--- src/rtl/core/hrf_pkg.sv ---
package hrf_pkg;

	localparam int RING_DEPTH_DEF = 4;

	localparam int S_TDATA_W = 56;
	localparam int M_TDATA_W = 24;
	localparam int ADDR_W    = 5;
	localparam int DATA_W    = 32;

	localparam int DIV_W   = 16;
	localparam int DIV_CNT_W = $clog2(DIV_W);
	localparam int PROD_W  = 40;

	// 60000 ms per minute: numerator of every rate test
	localparam logic [DIV_W-1:0] BPM_DIVIDEND = 16'd60000;

	localparam logic [17:0] SKIN_THRESHOLD_RST = 18'd50000;
	localparam logic [7:0]  MIN_BPM_RST        = 8'd40;
	localparam logic [7:0]  MAX_BPM_RST        = 8'd200;
	localparam logic [7:0]  OUTLIER_MARGIN_RST = 8'd30;
	localparam logic [3:0]  WARMUP_BEATS_RST   = 4'd2;
	localparam logic [3:0]  REJECT_LIMIT_RST   = 4'd3;
	localparam logic [3:0]  REJECT_SAT         = 4'd15;

	typedef enum logic [2:0] {
		BEAT_NONE      = 3'd0,
		BEAT_OUT_RANGE = 3'd1,
		BEAT_ACCEPTED  = 3'd2,
		BEAT_OUTLIER   = 3'd3,
		BEAT_FLUSHED   = 3'd4
	} beat_status_t;

	typedef enum logic [2:0] {
		REG_SKIN_THRESHOLD = 3'd0,
		REG_MIN_BPM        = 3'd1,
		REG_MAX_BPM        = 3'd2,
		REG_OUTLIER_MARGIN = 3'd3,
		REG_WARMUP_BEATS   = 3'd4,
		REG_REJECT_LIMIT   = 3'd5
	} reg_idx_t;

	typedef enum logic [1:0] {
		MUL_MIN    = 2'd0,
		MUL_MAX    = 2'd1,
		MUL_AVG    = 2'd2,
		MUL_MARGIN = 2'd3
	} mul_sel_t;

	typedef enum logic [2:0] {
		CHK_NONE = 3'd0,
		CHK_LO   = 3'd1,
		CHK_HI   = 3'd2,
		CHK_MAG  = 3'd3,
		CHK_MRG  = 3'd4
	} chk_t;

	typedef struct packed {
		logic [17:0] skin_threshold;
		logic [7:0]  min_bpm;
		logic [7:0]  max_bpm;
		logic [7:0]  outlier_margin;
		logic [3:0]  warmup_beats;
		logic [3:0]  reject_limit;
	} cfg_t;

	typedef struct packed {
		logic     capture;
		logic     session;
		logic     no_skin;
		logic     interval;
		logic     div_start;
		logic     div_avg;
		logic     take_bpm;
		logic     mul_en;
		mul_sel_t mul_sel;
		chk_t     chk;
		logic     judge;
		logic     sum_step;
		logic     take_avg;
		logic     emit;
	} cmd_t;

	typedef struct packed {
		logic op;
		logic skin;
		logic beat;
		logic div_done;
		logic take;
		logic sum_last;
		logic out_free;
	} sts_t;

endpackage

--- src/rtl/core/hrf_cfg.sv ---
module hrf_cfg (
	input  logic                        clk,
	input  logic                        arst_n,
	input  logic                        psel,
	input  logic                        penable,
	input  logic                        pwrite,
	input  logic [hrf_pkg::ADDR_W-1:0]  paddr,
	input  logic [hrf_pkg::DATA_W-1:0]  pwdata,
	output logic [hrf_pkg::DATA_W-1:0]  prdata,
	output logic                        pready,
	output hrf_pkg::cfg_t               cfg
);

	hrf_pkg::cfg_t     cfg_q;
	hrf_pkg::reg_idx_t idx;
	logic              wr_en;

	assign pready = 1'b1;
	assign wr_en  = psel & penable & pwrite & pready;
	assign idx    = hrf_pkg::reg_idx_t'(paddr[4:2]);
	assign cfg    = cfg_q;

	always_ff @(posedge clk or negedge arst_n) begin
		if (!arst_n) begin
			cfg_q.skin_threshold <= hrf_pkg::SKIN_THRESHOLD_RST;
			cfg_q.min_bpm        <= hrf_pkg::MIN_BPM_RST;
			cfg_q.max_bpm        <= hrf_pkg::MAX_BPM_RST;
			cfg_q.outlier_margin <= hrf_pkg::OUTLIER_MARGIN_RST;
			cfg_q.warmup_beats   <= hrf_pkg::WARMUP_BEATS_RST;
			cfg_q.reject_limit   <= hrf_pkg::REJECT_LIMIT_RST;
		end else if (wr_en) begin
			unique case (idx)
				hrf_pkg::REG_SKIN_THRESHOLD: cfg_q.skin_threshold <= pwdata[17:0];
				hrf_pkg::REG_MIN_BPM:        cfg_q.min_bpm        <= pwdata[7:0];
				hrf_pkg::REG_MAX_BPM:        cfg_q.max_bpm        <= pwdata[7:0];
				hrf_pkg::REG_OUTLIER_MARGIN: cfg_q.outlier_margin <= pwdata[7:0];
				hrf_pkg::REG_WARMUP_BEATS:   cfg_q.warmup_beats   <= pwdata[3:0];
				hrf_pkg::REG_REJECT_LIMIT:   cfg_q.reject_limit   <= pwdata[3:0];
				default: ;
			endcase
		end
	end

	always_comb begin
		unique case (idx)
			hrf_pkg::REG_SKIN_THRESHOLD: prdata = 32'(cfg_q.skin_threshold);
			hrf_pkg::REG_MIN_BPM:        prdata = 32'(cfg_q.min_bpm);
			hrf_pkg::REG_MAX_BPM:        prdata = 32'(cfg_q.max_bpm);
			hrf_pkg::REG_OUTLIER_MARGIN: prdata = 32'(cfg_q.outlier_margin);
			hrf_pkg::REG_WARMUP_BEATS:   prdata = 32'(cfg_q.warmup_beats);
			hrf_pkg::REG_REJECT_LIMIT:   prdata = 32'(cfg_q.reject_limit);
			default:                     prdata = '0;
		endcase
	end

endmodule

--- src/rtl/core/hrf_div.sv ---
// Restoring divider, one quotient bit per cycle. A zero divisor yields all ones.
module hrf_div (
	input  logic                       clk,
	input  logic                       arst_n,
	input  logic                       start,
	input  logic [hrf_pkg::DIV_W-1:0]  dividend,
	input  logic [31:0]                divisor,
	output logic                       done,
	output logic [hrf_pkg::DIV_W-1:0]  quotient
);

	localparam int DW = hrf_pkg::DIV_W;
	localparam int CW = hrf_pkg::DIV_CNT_W;

	logic [DW-1:0] rem_q;
	logic [DW-1:0] quo_q;
	logic [31:0]   dvs_q;
	logic [CW-1:0] cnt_q;
	logic          busy_q;
	logic          done_q;
	logic [DW:0]   shifted;
	logic [DW:0]   diff;
	logic          fits;

	assign shifted  = {rem_q, quo_q[DW-1]};
	assign fits     = 32'(shifted) >= dvs_q;
	assign diff     = shifted - dvs_q[DW:0];
	assign done     = done_q;
	assign quotient = quo_q;

	always_ff @(posedge clk or negedge arst_n) begin
		if (!arst_n) begin
			busy_q <= 1'b0;
			done_q <= 1'b0;
			cnt_q  <= '0;
		end else begin
			done_q <= 1'b0;
			if (start) begin
				busy_q <= 1'b1;
				cnt_q  <= '0;
			end else if (busy_q) begin
				cnt_q <= cnt_q + 1'b1;
				if (cnt_q == CW'(DW - 1)) begin
					busy_q <= 1'b0;
					done_q <= 1'b1;
				end
			end
		end
	end

	always_ff @(posedge clk) begin
		if (start) begin
			rem_q <= '0;
			quo_q <= dividend;
			dvs_q <= divisor;
		end else if (busy_q) begin
			// remainder never exceeds the dividend bits shifted in so far
			rem_q <= fits ? diff[DW-1:0] : shifted[DW-1:0];
			quo_q <= {quo_q[DW-2:0], fits};
		end
	end

endmodule

--- src/rtl/core/hrf_dp.sv ---
module hrf_dp #(
	parameter int RING_DEPTH = hrf_pkg::RING_DEPTH_DEF
) (
	input  logic                          clk,
	input  logic                          arst_n,
	input  hrf_pkg::cfg_t                 cfg,
	input  hrf_pkg::cmd_t                 cmd,
	output hrf_pkg::sts_t                 sts,
	input  logic                          s_tuser,
	input  logic [hrf_pkg::S_TDATA_W-1:0] s_tdata,
	output logic                          m_tvalid,
	input  logic                          m_tready,
	output logic [hrf_pkg::M_TDATA_W-1:0] m_tdata
);

	localparam int CNT_W  = $clog2(RING_DEPTH + 1);
	localparam int IDX_W  = (RING_DEPTH > 1) ? $clog2(RING_DEPTH) : 1;
	localparam int SUM_W  = 8 + CNT_W;
	localparam int PW     = hrf_pkg::PROD_W;
	localparam logic [PW-1:0] NUM = PW'(hrf_pkg::BPM_DIVIDEND);

	// captured item
	logic        op_q, skin_q, beat_q;
	logic [31:0] now_q;

	// filter state
	logic [7:0]       ring [RING_DEPTH];
	logic [IDX_W-1:0] slot_q;
	logic [CNT_W-1:0] valid_q;
	logic [3:0]       reject_q;
	logic [31:0]      last_q;
	logic [7:0]       avg_q;

	// per-beat working registers
	logic [31:0]      d_q;
	logic [PW-1:0]    prod_q;
	logic [PW-1:0]    mag_q;
	logic             lo_ok_q, hi_ok_q, mrg_ok_q;
	logic [SUM_W-1:0] sum_q;
	logic [IDX_W-1:0] idx_q;
	logic [7:0]       inst_q;
	hrf_pkg::beat_status_t status_q;

	// result register
	logic       out_valid_q;
	logic [7:0] out_avg_q, out_inst_q;
	logic       out_skin_q;
	hrf_pkg::beat_status_t out_status_q;

	logic [7:0]            mul_a;
	logic                  in_range, accept, flush;
	logic [3:0]            rej_next;
	logic                  div_done;
	logic [hrf_pkg::DIV_W-1:0] quo;
	logic [hrf_pkg::DIV_W-1:0] div_num;
	logic [31:0]           div_den;
	logic [IDX_W-1:0]      slot_next;

	assign in_range = (d_q != 32'd0) & lo_ok_q & hi_ok_q;
	assign accept   = (8'(valid_q) < 8'(cfg.warmup_beats)) | mrg_ok_q;
	assign rej_next = (reject_q == hrf_pkg::REJECT_SAT) ? reject_q : reject_q + 4'd1;
	assign flush    = rej_next >= cfg.reject_limit;
	assign slot_next = (slot_q == IDX_W'(RING_DEPTH - 1)) ? '0 : slot_q + 1'b1;

	assign div_num = cmd.div_avg ? hrf_pkg::DIV_W'(sum_q) : hrf_pkg::BPM_DIVIDEND;
	assign div_den = cmd.div_avg ? 32'(valid_q) : d_q;

	hrf_div u_div (
		.clk      (clk),
		.arst_n   (arst_n),
		.start    (cmd.div_start),
		.dividend (div_num),
		.divisor  (div_den),
		.done     (div_done),
		.quotient (quo)
	);

	always_comb begin
		unique case (cmd.mul_sel)
			hrf_pkg::MUL_MIN:    mul_a = cfg.min_bpm;
			hrf_pkg::MUL_MAX:    mul_a = cfg.max_bpm;
			hrf_pkg::MUL_AVG:    mul_a = avg_q;
			hrf_pkg::MUL_MARGIN: mul_a = cfg.outlier_margin;
			default:             mul_a = '0;
		endcase
	end

	assign sts.op       = op_q;
	assign sts.skin     = skin_q;
	assign sts.beat     = beat_q;
	assign sts.div_done = div_done;
	assign sts.take     = in_range & accept;
	assign sts.sum_last = idx_q == IDX_W'(RING_DEPTH - 1);
	assign sts.out_free = ~out_valid_q | m_tready;

	// input capture and working registers
	always_ff @(posedge clk) begin
		if (cmd.capture) begin
			op_q     <= s_tuser;
			skin_q   <= s_tdata[17:0] > cfg.skin_threshold;
			beat_q   <= s_tdata[18];
			now_q    <= s_tdata[50:19];
			status_q <= hrf_pkg::BEAT_NONE;
			inst_q   <= '0;
		end
		if (cmd.interval) d_q <= now_q - last_q;
		if (cmd.take_bpm) inst_q <= (|quo[15:8]) ? 8'hFF : quo[7:0];
		if (cmd.mul_en)   prod_q <= PW'(mul_a) * PW'(d_q);
		unique case (cmd.chk)
			hrf_pkg::CHK_NONE: ;
			hrf_pkg::CHK_LO:   lo_ok_q  <= prod_q < NUM;
			hrf_pkg::CHK_HI:   hi_ok_q  <= prod_q > NUM;
			hrf_pkg::CHK_MAG:  mag_q    <= (prod_q >= NUM) ? prod_q - NUM : NUM - prod_q;
			hrf_pkg::CHK_MRG:  mrg_ok_q <= mag_q < prod_q;
			default: ;
		endcase
		if (cmd.judge) begin
			if (!in_range) status_q <= hrf_pkg::BEAT_OUT_RANGE;
			else if (accept) status_q <= hrf_pkg::BEAT_ACCEPTED;
			else if (flush) status_q <= hrf_pkg::BEAT_FLUSHED;
			else status_q <= hrf_pkg::BEAT_OUTLIER;
			sum_q <= '0;
			idx_q <= '0;
		end
		if (cmd.sum_step) begin
			if (CNT_W'(idx_q) < valid_q) sum_q <= sum_q + SUM_W'(ring[idx_q]);
			idx_q <= idx_q + 1'b1;
		end
	end

	// ring entries past the valid count are never summed, so no clearing
	always_ff @(posedge clk) begin
		if (cmd.judge && in_range && accept) ring[slot_q] <= inst_q;
	end

	always_ff @(posedge clk or negedge arst_n) begin
		if (!arst_n) begin
			slot_q   <= '0;
			valid_q  <= '0;
			reject_q <= '0;
			avg_q    <= '0;
			last_q   <= '0;
		end else begin
			if (cmd.session || cmd.no_skin) begin
				slot_q   <= '0;
				valid_q  <= '0;
				reject_q <= '0;
				avg_q    <= '0;
			end
			if (cmd.session || cmd.interval) last_q <= now_q;
			if (cmd.judge && in_range) begin
				if (accept) begin
					slot_q   <= slot_next;
					reject_q <= '0;
					if (valid_q < CNT_W'(RING_DEPTH)) valid_q <= valid_q + 1'b1;
				end else if (flush) begin
					slot_q   <= '0;
					valid_q  <= '0;
					reject_q <= '0;
					avg_q    <= '0;
				end else begin
					reject_q <= rej_next;
				end
			end
			if (cmd.take_avg) avg_q <= quo[7:0];
		end
	end

	always_ff @(posedge clk or negedge arst_n) begin
		if (!arst_n) begin
			out_valid_q <= 1'b0;
		end else if (cmd.emit) begin
			out_valid_q <= 1'b1;
		end else if (m_tready) begin
			out_valid_q <= 1'b0;
		end
	end

	always_ff @(posedge clk) begin
		if (cmd.emit) begin
			out_avg_q    <= avg_q;
			out_skin_q   <= skin_q;
			out_status_q <= status_q;
			out_inst_q   <= inst_q;
		end
	end

	assign m_tvalid = out_valid_q;
	assign m_tdata  = {4'b0, out_inst_q, out_status_q, out_skin_q, out_avg_q};

endmodule

--- src/rtl/core/hrf_ctrl.sv ---
module hrf_ctrl (
	input  logic          clk,
	input  logic          arst_n,
	input  logic          s_tvalid,
	output logic          s_tready,
	input  hrf_pkg::sts_t sts,
	output hrf_pkg::cmd_t cmd
);

	typedef enum logic [13:0] {
		S_IDLE     = 14'b00000000000001,
		S_DECIDE   = 14'b00000000000010,
		S_DIV_BPM  = 14'b00000000000100,
		S_WAIT_BPM = 14'b00000000001000,
		S_MUL_MIN  = 14'b00000000010000,
		S_MUL_MAX  = 14'b00000000100000,
		S_MUL_AVG  = 14'b00000001000000,
		S_MUL_MRG  = 14'b00000010000000,
		S_CHK_MRG  = 14'b00000100000000,
		S_JUDGE    = 14'b00001000000000,
		S_SUM      = 14'b00010000000000,
		S_DIV_AVG  = 14'b00100000000000,
		S_WAIT_AVG = 14'b01000000000000,
		S_FINISH   = 14'b10000000000000
	} state_t;

	state_t state_q, state_d;

	always_ff @(posedge clk or negedge arst_n) begin
		if (!arst_n) state_q <= S_IDLE;
		else state_q <= state_d;
	end

	assign s_tready = state_q == S_IDLE;

	always_comb begin
		cmd     = '0;
		state_d = state_q;
		unique case (state_q)
			S_IDLE: begin
				if (s_tvalid) begin
					cmd.capture = 1'b1;
					state_d     = S_DECIDE;
				end
			end
			S_DECIDE: begin
				priority if (sts.op) begin
					cmd.session = 1'b1;
					state_d     = S_FINISH;
				end else if (!sts.skin) begin
					cmd.no_skin = 1'b1;
					state_d     = S_FINISH;
				end else if (sts.beat) begin
					cmd.interval = 1'b1;
					state_d      = S_DIV_BPM;
				end else begin
					state_d = S_FINISH;
				end
			end
			S_DIV_BPM: begin
				cmd.div_start = 1'b1;
				state_d       = S_WAIT_BPM;
			end
			S_WAIT_BPM: begin
				if (sts.div_done) begin
					cmd.take_bpm = 1'b1;
					state_d      = S_MUL_MIN;
				end
			end
			S_MUL_MIN: begin
				cmd.mul_en  = 1'b1;
				cmd.mul_sel = hrf_pkg::MUL_MIN;
				state_d     = S_MUL_MAX;
			end
			S_MUL_MAX: begin
				cmd.mul_en  = 1'b1;
				cmd.mul_sel = hrf_pkg::MUL_MAX;
				cmd.chk     = hrf_pkg::CHK_LO;
				state_d     = S_MUL_AVG;
			end
			S_MUL_AVG: begin
				cmd.mul_en  = 1'b1;
				cmd.mul_sel = hrf_pkg::MUL_AVG;
				cmd.chk     = hrf_pkg::CHK_HI;
				state_d     = S_MUL_MRG;
			end
			S_MUL_MRG: begin
				cmd.mul_en  = 1'b1;
				cmd.mul_sel = hrf_pkg::MUL_MARGIN;
				cmd.chk     = hrf_pkg::CHK_MAG;
				state_d     = S_CHK_MRG;
			end
			S_CHK_MRG: begin
				cmd.chk = hrf_pkg::CHK_MRG;
				state_d = S_JUDGE;
			end
			S_JUDGE: begin
				cmd.judge = 1'b1;
				state_d   = sts.take ? S_SUM : S_FINISH;
			end
			S_SUM: begin
				cmd.sum_step = 1'b1;
				if (sts.sum_last) state_d = S_DIV_AVG;
			end
			S_DIV_AVG: begin
				cmd.div_start = 1'b1;
				cmd.div_avg   = 1'b1;
				state_d       = S_WAIT_AVG;
			end
			S_WAIT_AVG: begin
				if (sts.div_done) begin
					cmd.take_avg = 1'b1;
					state_d      = S_FINISH;
				end
			end
			S_FINISH: begin
				if (sts.out_free) begin
					cmd.emit = 1'b1;
					state_d  = S_IDLE;
				end
			end
			default: state_d = S_IDLE;
		endcase
	end

endmodule

--- src/rtl/core/heart_rate_average_filter_core.sv ---
// Heart rate averaging filter with outlier rejection.
// Input stream (s_*): one request per optical sample, carrying the sample, a beat
// flag from an external detector and a millisecond timestamp; s_tuser = 1 starts
// a session instead. Every request yields exactly one result on m_*.
// A beat with skin present divides 60000 by the beat interval, tests the rate
// against the configured range and the running average, and on acceptance pushes
// it into a ring of RING_DEPTH entries and recomputes the average.
// A request without a beat (session start, no skin, plain sample) goes straight to its
// result; a beat goes through the rate division and the range tests, and if accepted
// also through a ring sweep and a second division for the average. One shared 16-step
// restoring divider serves both divisions, a shared 8x32 multiplier the four rate tests.
// One request is worked on at a time; s_tready is high only while idle.
// A finished result sits in the output register until taken, and the next
// request is accepted meanwhile; if the receiver still stalls when that one is
// done, the controller holds in its final state.
// Reset (arst_n low) restores the register defaults, clears the filter and the
// last beat time, and drops any pending result.
// Configuration is an APB slave, register i at byte address 4*i; write only while idle.
module heart_rate_average_filter_core #(
	parameter int RING_DEPTH = hrf_pkg::RING_DEPTH_DEF
) (
	input  logic                          clk,
	input  logic                          arst_n,
	input  logic                          s_tvalid,
	output logic                          s_tready,
	// ir_level[17:0], beat_seen[18], now_ms[50:19], zero fill[55:51]
	input  logic [hrf_pkg::S_TDATA_W-1:0] s_tdata,
	// op: 0 sample, 1 start session
	input  logic                          s_tuser,
	output logic                          m_tvalid,
	input  logic                          m_tready,
	// average_bpm[7:0], skin_present[8], beat_status[11:9], instant_bpm[19:12], zero fill[23:20]
	output logic [hrf_pkg::M_TDATA_W-1:0] m_tdata,
	input  logic                          psel,
	input  logic                          penable,
	input  logic                          pwrite,
	input  logic [hrf_pkg::ADDR_W-1:0]    paddr,
	input  logic [hrf_pkg::DATA_W-1:0]    pwdata,
	output logic [hrf_pkg::DATA_W-1:0]    prdata,
	output logic                          pready
);

	hrf_pkg::cfg_t cfg;
	hrf_pkg::cmd_t cmd;
	hrf_pkg::sts_t sts;

	// register file
	hrf_cfg u_cfg (
		.clk     (clk),
		.arst_n  (arst_n),
		.psel    (psel),
		.penable (penable),
		.pwrite  (pwrite),
		.paddr   (paddr),
		.pwdata  (pwdata),
		.prdata  (prdata),
		.pready  (pready),
		.cfg     (cfg)
	);

	// sequencer: walks a beat through divide, range tests, ring update, average
	hrf_ctrl u_ctrl (
		.clk      (clk),
		.arst_n   (arst_n),
		.s_tvalid (s_tvalid),
		.s_tready (s_tready),
		.sts      (sts),
		.cmd      (cmd)
	);

	// filter state, arithmetic and the result register
	hrf_dp #(
		.RING_DEPTH (RING_DEPTH)
	) u_dp (
		.clk      (clk),
		.arst_n   (arst_n),
		.cfg      (cfg),
		.cmd      (cmd),
		.sts      (sts),
		.s_tuser  (s_tuser),
		.s_tdata  (s_tdata),
		.m_tvalid (m_tvalid),
		.m_tready (m_tready),
		.m_tdata  (m_tdata)
	);

endmodule

--- config.mk ---
export PLATFORM = sky130hd
export DESIGN_NAME = heart_rate_average_filter_core
export DESIGN_NICKNAME = d
export VERILOG_FILES = /design/src/rtl/core/hrf_pkg.sv /design/src/rtl/core/hrf_cfg.sv /design/src/rtl/core/hrf_div.sv /design/src/rtl/core/hrf_dp.sv /design/src/rtl/core/hrf_ctrl.sv /design/src/rtl/core/heart_rate_average_filter_core.sv
export SDC_FILE = /design/constraint.sdc
export NUM_CORES = 1
export LEC_CHECK = 0
export BUFFER_PORTS_ARGS = -buffer_cell sky130_fd_sc_hd__buf_2
export CAP_MARGIN = 5
export CORE_ASPECT_RATIO = 0.8
export CORE_MARGIN = 2
export CORE_UTILIZATION = 68
export CTS_CLUSTER_DIAMETER = 100
export DETAILED_ROUTE_END_ITERATION = 7
export PLACE_DENSITY = 0.87
export SETUP_SLACK_MARGIN = 0.1
export SYNTH_ARGS = -nofsm -noshare
export SYNTH_HDL_FRONTEND = slang
export SYNTH_SLANG_ARGS = --single-unit
--- constraint.sdc ---
create_clock -name clk -period 13.74 [get_ports clk]
set_input_delay 3.435 -clock clk [delete_from_list [all_inputs] [get_ports clk]]
set_output_delay 3.435 -clock clk [all_outputs]
set_load 0.1 [all_outputs]
Word-level counts from Yosys, hierarchy flattened

Memories as Yosys holds them, arrays and structs flattened. A register that Yosys moved wholly into a read port is not among the register bits.
Cells that the tools add are included.

Equality and inequality tests: 35
Order comparisons: 10
Muxes and demuxes: 83
Bitwise gates (word level): 8
Reductions and logical operators: 22
$mul: 1
Shifts and indexed selects: 0
Divide/modulo/power cells: 0
Add/subtract/negate cells: 10

Operator list:

| operator                                                                          | count |
|---|---|
| 14-bit case mux with 14 select lines                                              | 1 |
| 14-bit two-way mux                                                                | 9 |
| 18-bit case mux with 6 select lines                                               | 1 |
| 16-bit two-way mux                                                                | 4 |
| 8-bit two-way mux                                                                 | 8 |
| 40-bit by 16-bit >= comparator with 1-bit output, second input constant           | 1 |
| 40-bit by 16-bit greater-than comparator with 1-bit output, second input constant | 1 |
| 40-bit by 16-bit < comparator with 1-bit output, second input constant            | 1 |
| 40-bit < comparator                                                               | 1 |
| 8-bit by 32-bit multiplier with 40-bit output                                     | 1 |
| 40-bit two-way mux                                                                | 1 |
| 16-bit by 40-bit subtractor with 40-bit output, first input constant              | 1 |
| 40-bit by 16-bit subtractor with 40-bit output, second input constant             | 1 |
| 3-bit two-way mux                                                                 | 12 |
| 11-bit two-way mux                                                                | 3 |
| 17-bit by 32-bit >= comparator with 1-bit output                                  | 1 |
| 8-bit case mux with 4 select lines                                                | 1 |
| 32-bit nonzero test                                                               | 1 |
| 32-bit subtractor                                                                 | 1 |
| 4-bit two-way mux                                                                 | 7 |
| 1-bit two-way mux                                                                 | 25 |
| 3-bit case mux with 4 select lines                                                | 2 |
| 18-bit greater-than comparator                                                    | 1 |
| 2-bit two-way mux                                                                 | 9 |
| other kinds (43)                                                                  | 75 |

Bits in read-only memories: 0
Input bits: 101
RAM bits: 32
Latch bits: 0
Output and inout port bits: 59
Logic and storage cells: 208
Memories kept: 1
Register bits after elaboration: 378

Memories:

| name      | depth | width | rd ports | clocked after memory_dff | wr ports | RTL line     | RTL |
|---|---|---|---|---|---|---|---|
| u_dp.ring | 4     | 8     | 1        | 1                        | 1        | hrf_dp.sv:27 | `logic [7:0] ring [RING_DEPTH];` |

Depth between registers and ports, before layout

Word-level depth: 10
Gate-level depth with buffers: 30
Mapped depth without buffers: 27

By module

A second synthesis with hierarchy kept.

Cells, all modules: 2787
Area, all modules: 29767.3 µm²

Modules (own cells, without submodules):

| module   | area each (µm²) | instances | seq. area each (µm²) | cells an instance |
|---|---|---|---|---|
| hrf_dp   | 22555.4         | 1         | 7967.6               | 2166 |
| hrf_div  | 3672.3          | 1         | 1911.8               | 335 |
| hrf_cfg  | 2522.4          | 1         | 1273.7               | 173 |
| hrf_ctrl | 1017.2          | 1         | 351.6                | 113 |

Worst setup path after synthesis

Ideal clock, no wire load.

Path kind: in2out
From: input paddr[4] (netlist bit)
To: output prdata[0] (netlist bit)
Stages on the path: 6
Data required time: 10.305 ns
Arrival: 5.783 ns
Slack: 4.522 ns
Buffers on the path: 2
Cell sequence: clkbuf_1 > clkbuf_1 > mux2i_1 > nor2_1 > a21oi_1 > a21oi_1

Cells in the longest elaborated chain, start to end: 2
Elaborated cells on any way between the ends: 7
Those cells by class: 5 x eq/ne; 1 x mux; 1 x reduce/logical

RTL lines:

| what                                              | RTL line                             | RTL |
|---|---|---|
| from (decl)                                       | heart_rate_average_filter_core.sv:37 | `input logic [hrf_pkg::ADDR_W-1:0] paddr,` |
| 3-bit equality test, or another cell as far along | hrf_cfg.sv:45                        | `unique case (idx)` |
| 18-bit case mux with 6 select lines *             | hrf_cfg.sv:45                        |  |
| to (decl)                                         | heart_rate_average_filter_core.sv:39 | `output logic [hrf_pkg::DATA_W-1:0] prdata,` |

Mark *: on every way between the ends. The rest lies on a longest branch, timed or not.

Worst setup path in the final report

From: register u_ctrl.state_q[3]
To: register u_dp.prod_q[27] (data pin)

Cells in the longest elaborated chain, start to end: 5
Elaborated cells on any way between the ends: 11
Those cells by class: 1 x mul; 7 x eq/ne; 2 x mux; 1 x reduce/logical

RTL lines:

| what                                                                          | RTL line       | RTL |
|---|---|---|
| from (decl)                                                                   | hrf_ctrl.sv:27 | `state_t state_q, state_d;` |
| from (signal assigned)                                                        | hrf_ctrl.sv:31 | `else state_q <= state_d;` |
| 14-bit by 8-bit equality test with 1-bit output, or another cell as far along | hrf_ctrl.sv:39 | `unique case (state_q)` |
| 3-bit case mux with 4 select lines *                                          | hrf_ctrl.sv:39 |  |
| 2-bit equality test, or another cell as far along                             | hrf_dp.sv:79   | `unique case (cmd.mul_sel)` |
| 8-bit case mux with 4 select lines *                                          | hrf_dp.sv:79   |  |
| 8-bit by 32-bit multiplier with 40-bit output *                               | hrf_dp.sv:108  | `if (cmd.mul_en) prod_q <= PW'(mul_a) * PW'(d_q);` |
| to (signal assigned)                                                          | hrf_dp.sv:108  |  |
| to (decl)                                                                     | hrf_dp.sv:36   | `logic [PW-1:0] prod_q;` |

Marked as above.
A chain may end at the register's enable or synchronous reset.

==> flow_summary.json <==
{
  "syn_avg_cell_area_sq_um": 10.52,
  "instances_no_fill": 3439,
  "peakVddDrop_mv": 0.2007,
  "io_pins": 160,
  "grt_pass1_wl_um": 107700,
  "route.detailed.drc": 0,
  "switching_share_pct": 41.47,
  "final_common_cell": "inv_1",
  "synth_area_sq_um": 29160,
  "die_width_um": 235.5,
  "fin_crit_sh_pct": 64.40,
  "ant_nets": 0,
  "wl_met1_um": 28370,
  "setup-violations-final": 0,
  "grt_use_total_pct": 30.12,
  "yosysWarnings": 0,
  "start_kind": "flip-flop",
  "final_cell_mix": "inv_1, edfxtp_1, and2_1, nand2_1, ha_1",
  "initial_core_util_pct": 69.30,
  "path_max_fanout": 32,
  "cp_cell_sequence": "or4_4, nor4_4, nand2_2, nor3b_4, or3_4, nor2_1, a31oi_4, and2_1, fa_1, fa_1, fa_1, inv_1, fa_1, inv_1, ha_1, and3_1, a221o_1, a2111oi_0, a21oi_1, a31oi_1, o31ai_1, a311o_1, a21o_1, xor2_1",
  "first_pass_iters": 6,
  "clkPwrFrac_pct": 18.9,
  "final_hold_viol_count": 0,
  "synth_cells": 2771,
  "fmaxAchievable_mhz": 113.0,
  "antennaDiodeCount": 0,
  "async_flop_share_pct": 29.13,
  "cts.clk_slew.worst_paths_ns": 0.07,
  "slew-limit-headroom_pct": 14.38,
  "grt_max_degree": 63,
  "dpl.cell_count": 3361,
  "critPathCaptureType": "flip-flop",
  "crit_top_cell": "fa_1",
  "io_buffers": 119,
  "power_density_nw_per_um2": 190.1,
  "critical-path-top-delay-family": "compound AO/OA/AOI/OAI gates",
  "final_max_slew_viol_count": 0,
  "finalWirelength_um": 66830,
  "critical_path_buf_inv_count": 2,
  "switching_power_mw": 2.472,
  "crit_arrival_ns": 9.15,
  "netlist-cell-type-count": 92,
  "die_area_sq_um": 44570,
  "h-tree-depth": 2,
  "dieHeight_um": 189.2,
  "cts-root-buf": "clkbuf_16",
  "combPwrFrac_pct": 51.1,
  "vias": 21045,
  "hpwl_um": 49190,
  "crit_cells": 24,
  "grt_pass1_vias": 21184,
  "cts_setup_buffers": 0,
  "final.setup.tns_ns": 0,
  "synth_enable_flop_cells": 263,
  "worst-setup-path-type": "reg2reg",
  "cts_tree": "done",
  "grt_overflow": 0,
  "rsz0062_at_grt": "no",
  "ys_seq_elements": 412,
  "core_sq_um": 42080,
  "skew_ns": 0.03389,
  "seq_power_share_pct": 29.9,
  "cts-buffers-inserted": 42,
  "syn_to_final_growth_pct": 7.530,
  "routed-wl-met2_um": 30310,
  "clk_latency_ns": 0.57,
  "clockBufferDepth": 3,
  "min_path_cells": 0,
  "slowest_stage": "a31oi_4",
  "layout.nets": 3327,
  "status": "finished, final reports clean",
  "cts_hold_buf": 0,
  "rows": 67,
  "max_stage_delay_ns": 0.81,
  "clkSinkCount": 412,
  "p_leak_nw": 13.86,
  "internal_power_mw": 3.488,
  "total_power_mw": 5.960,
  "maxCapViolCount": 0,
  "drtIter0Drc": 1753,
  "drive_gt1_share_pct": 10.74,
  "worstMarginPinSlew_ns": 1.274,
  "critPathRequiredTime_ns": 14.04,
  "antenna_found_initial": 2,
  "yosysSeqAreaShare_pct": 39.45,
  "top_layer": "met5",
  "vias_per_cell": 6.120,
  "wl_per_cell_um": 19.43,
  "cts_resized": 0,
  "holdCritPathClass": "reg2reg",
  "r2r_cells": 24,
  "wl_met3_um": 6302,
  "gp_congestion": 0.9190,
  "ys.flop_type": "edfxtp_1",
  "post-route-min-period_ns": 8.849
}
-- registers in the layout, summed over array words and instances, names as in the netlist, 32 cells and up, named ones only --
name,flops
u_dp.prod_q,40
u_dp.last_q,32
u_cfg.cfg,50
u_dp.mag_q,40
u_dp.d_q,32
u_dp.ring,32
u_dp.u_div.dvs_q,32
u_dp.now_q,32
-- logic make-up (layout without fill, tap and decap cells) --
group	count (synthesis)	in the layout	share of synthesized area (%)
simple gates	830	830	15.10
compound gates	505	505	11.36
buf+inv	463	562	6.779
flops	412	412	39.45
fa+ha+maj	373	373	20.71
xor+xnor	114	114	3.424
mux	72	72	3.153
other cells	2	19	0.02575
-- stage by stage --
stage	instance area, sq um	utilization [%]	hold WS [ns]	worst slack, ns
after floorplan	29230	-	0.4003	4.522
after global placement	29990	71.26	0.4031	5.190
after detailed placement	29990	71.26	0.4056	5.080
after CTS	31360	74.52	0.4254	5.032
after global routing	31360	74.52	0.4477	4.579
final	31360	74.52	0.4258	4.891
-- synthesized netlist by cell type, drive strengths merged, types with 58 or more instances --
cell    number  area [sq um]
dfrtp      101          2527
clkbuf      58         222.7
nand2      208         783.3
inv        352          1321
a21oi      118         661.9
xnor2       86         753.2
fa         183          3664
o21ai      148         740.7
ha         190          2377
and2       221          1383
a21o        61         457.9
nor2       136         520.5
edfxtp     263          7898
-- worst reg2reg max path: stages (launching register included) --
cell       delay (ns)
dfrtp_1          0.44
or4_4            0.54
nor4_4           0.40
nand2_2          0.15
nor3b_4          0.52
or3_4            0.39
nor2_1           0.12
a31oi_4          0.81
and2_1           0.29
fa_1             0.41
fa_1             0.49
fa_1             0.57
inv_1            0.07
fa_1             0.53
inv_1            0.04
ha_1             0.36
and3_1           0.24
a221o_1          0.34
a2111oi_0        0.46
a21oi_1          0.29
a31oi_1          0.29
o31ai_1          0.14
a311o_1          0.36
a21o_1           0.20
xor2_1           0.14
-- final cells by class --
type,instances,area [sq um]
Sequential cell,412,11500
Fill cell,2661,10720
Clock buffer,58,1161
Timing Repair Buffer,132,695.7
Tap cell,552,690.7
Clock inverter,20,209.0
Multi-Input combinational cell,1913,15780
Inverter,352,1321
-- worst paths after layout --
kind | from | end | slack, ns
max | u_ctrl.state_q[3]$_DFFE_PN0P_ | u_dp.prod_q[27]$_DFFE_PP_ | 4.89
min | u_dp.status_q[0]$_SDFFCE_PN0P_ | u_dp.out_status_q[0]$_DFFE_PP_ | 0.43
max reg2reg | u_ctrl.state_q[3]$_DFFE_PN0P_ | u_dp.prod_q[27]$_DFFE_PP_ | 4.89
min reg2reg | u_dp.status_q[0]$_SDFFCE_PN0P_ | u_dp.out_status_q[0]$_DFFE_PP_ | 0.43
max in group asynchronous | arst_n | u_dp.last_q[1]$_DFFE_PN0P_ | 9.30
min in group asynchronous | arst_n | u_dp.u_div.done$_DFF_PN0_ | 2.78
-- power groups by stage --
stage | registers (mW) | logic [mW] | clock network (mW)
2_1_floorplan | 1.77 | 2.35 | 0
3_5_place_dp | 1.80 | 2.98 | 0
4_1_cts | 1.78 | 3.01 | 1.14
3_3_place_gp | 1.79 | 2.86 | 0
6_report | 1.78 | 3.05 | 1.13
5_1_grt | 1.80 | 3.41 | 1.19
-- metal layers --
layer  up-vias  global-route usage, %
li1       9588                      -
met1     10237                  43.18
met2      1060                  47.93
met3       158                  5.161
met4         2                  8.599
met5         -                      0
Power figures use the tool's default switching activity.
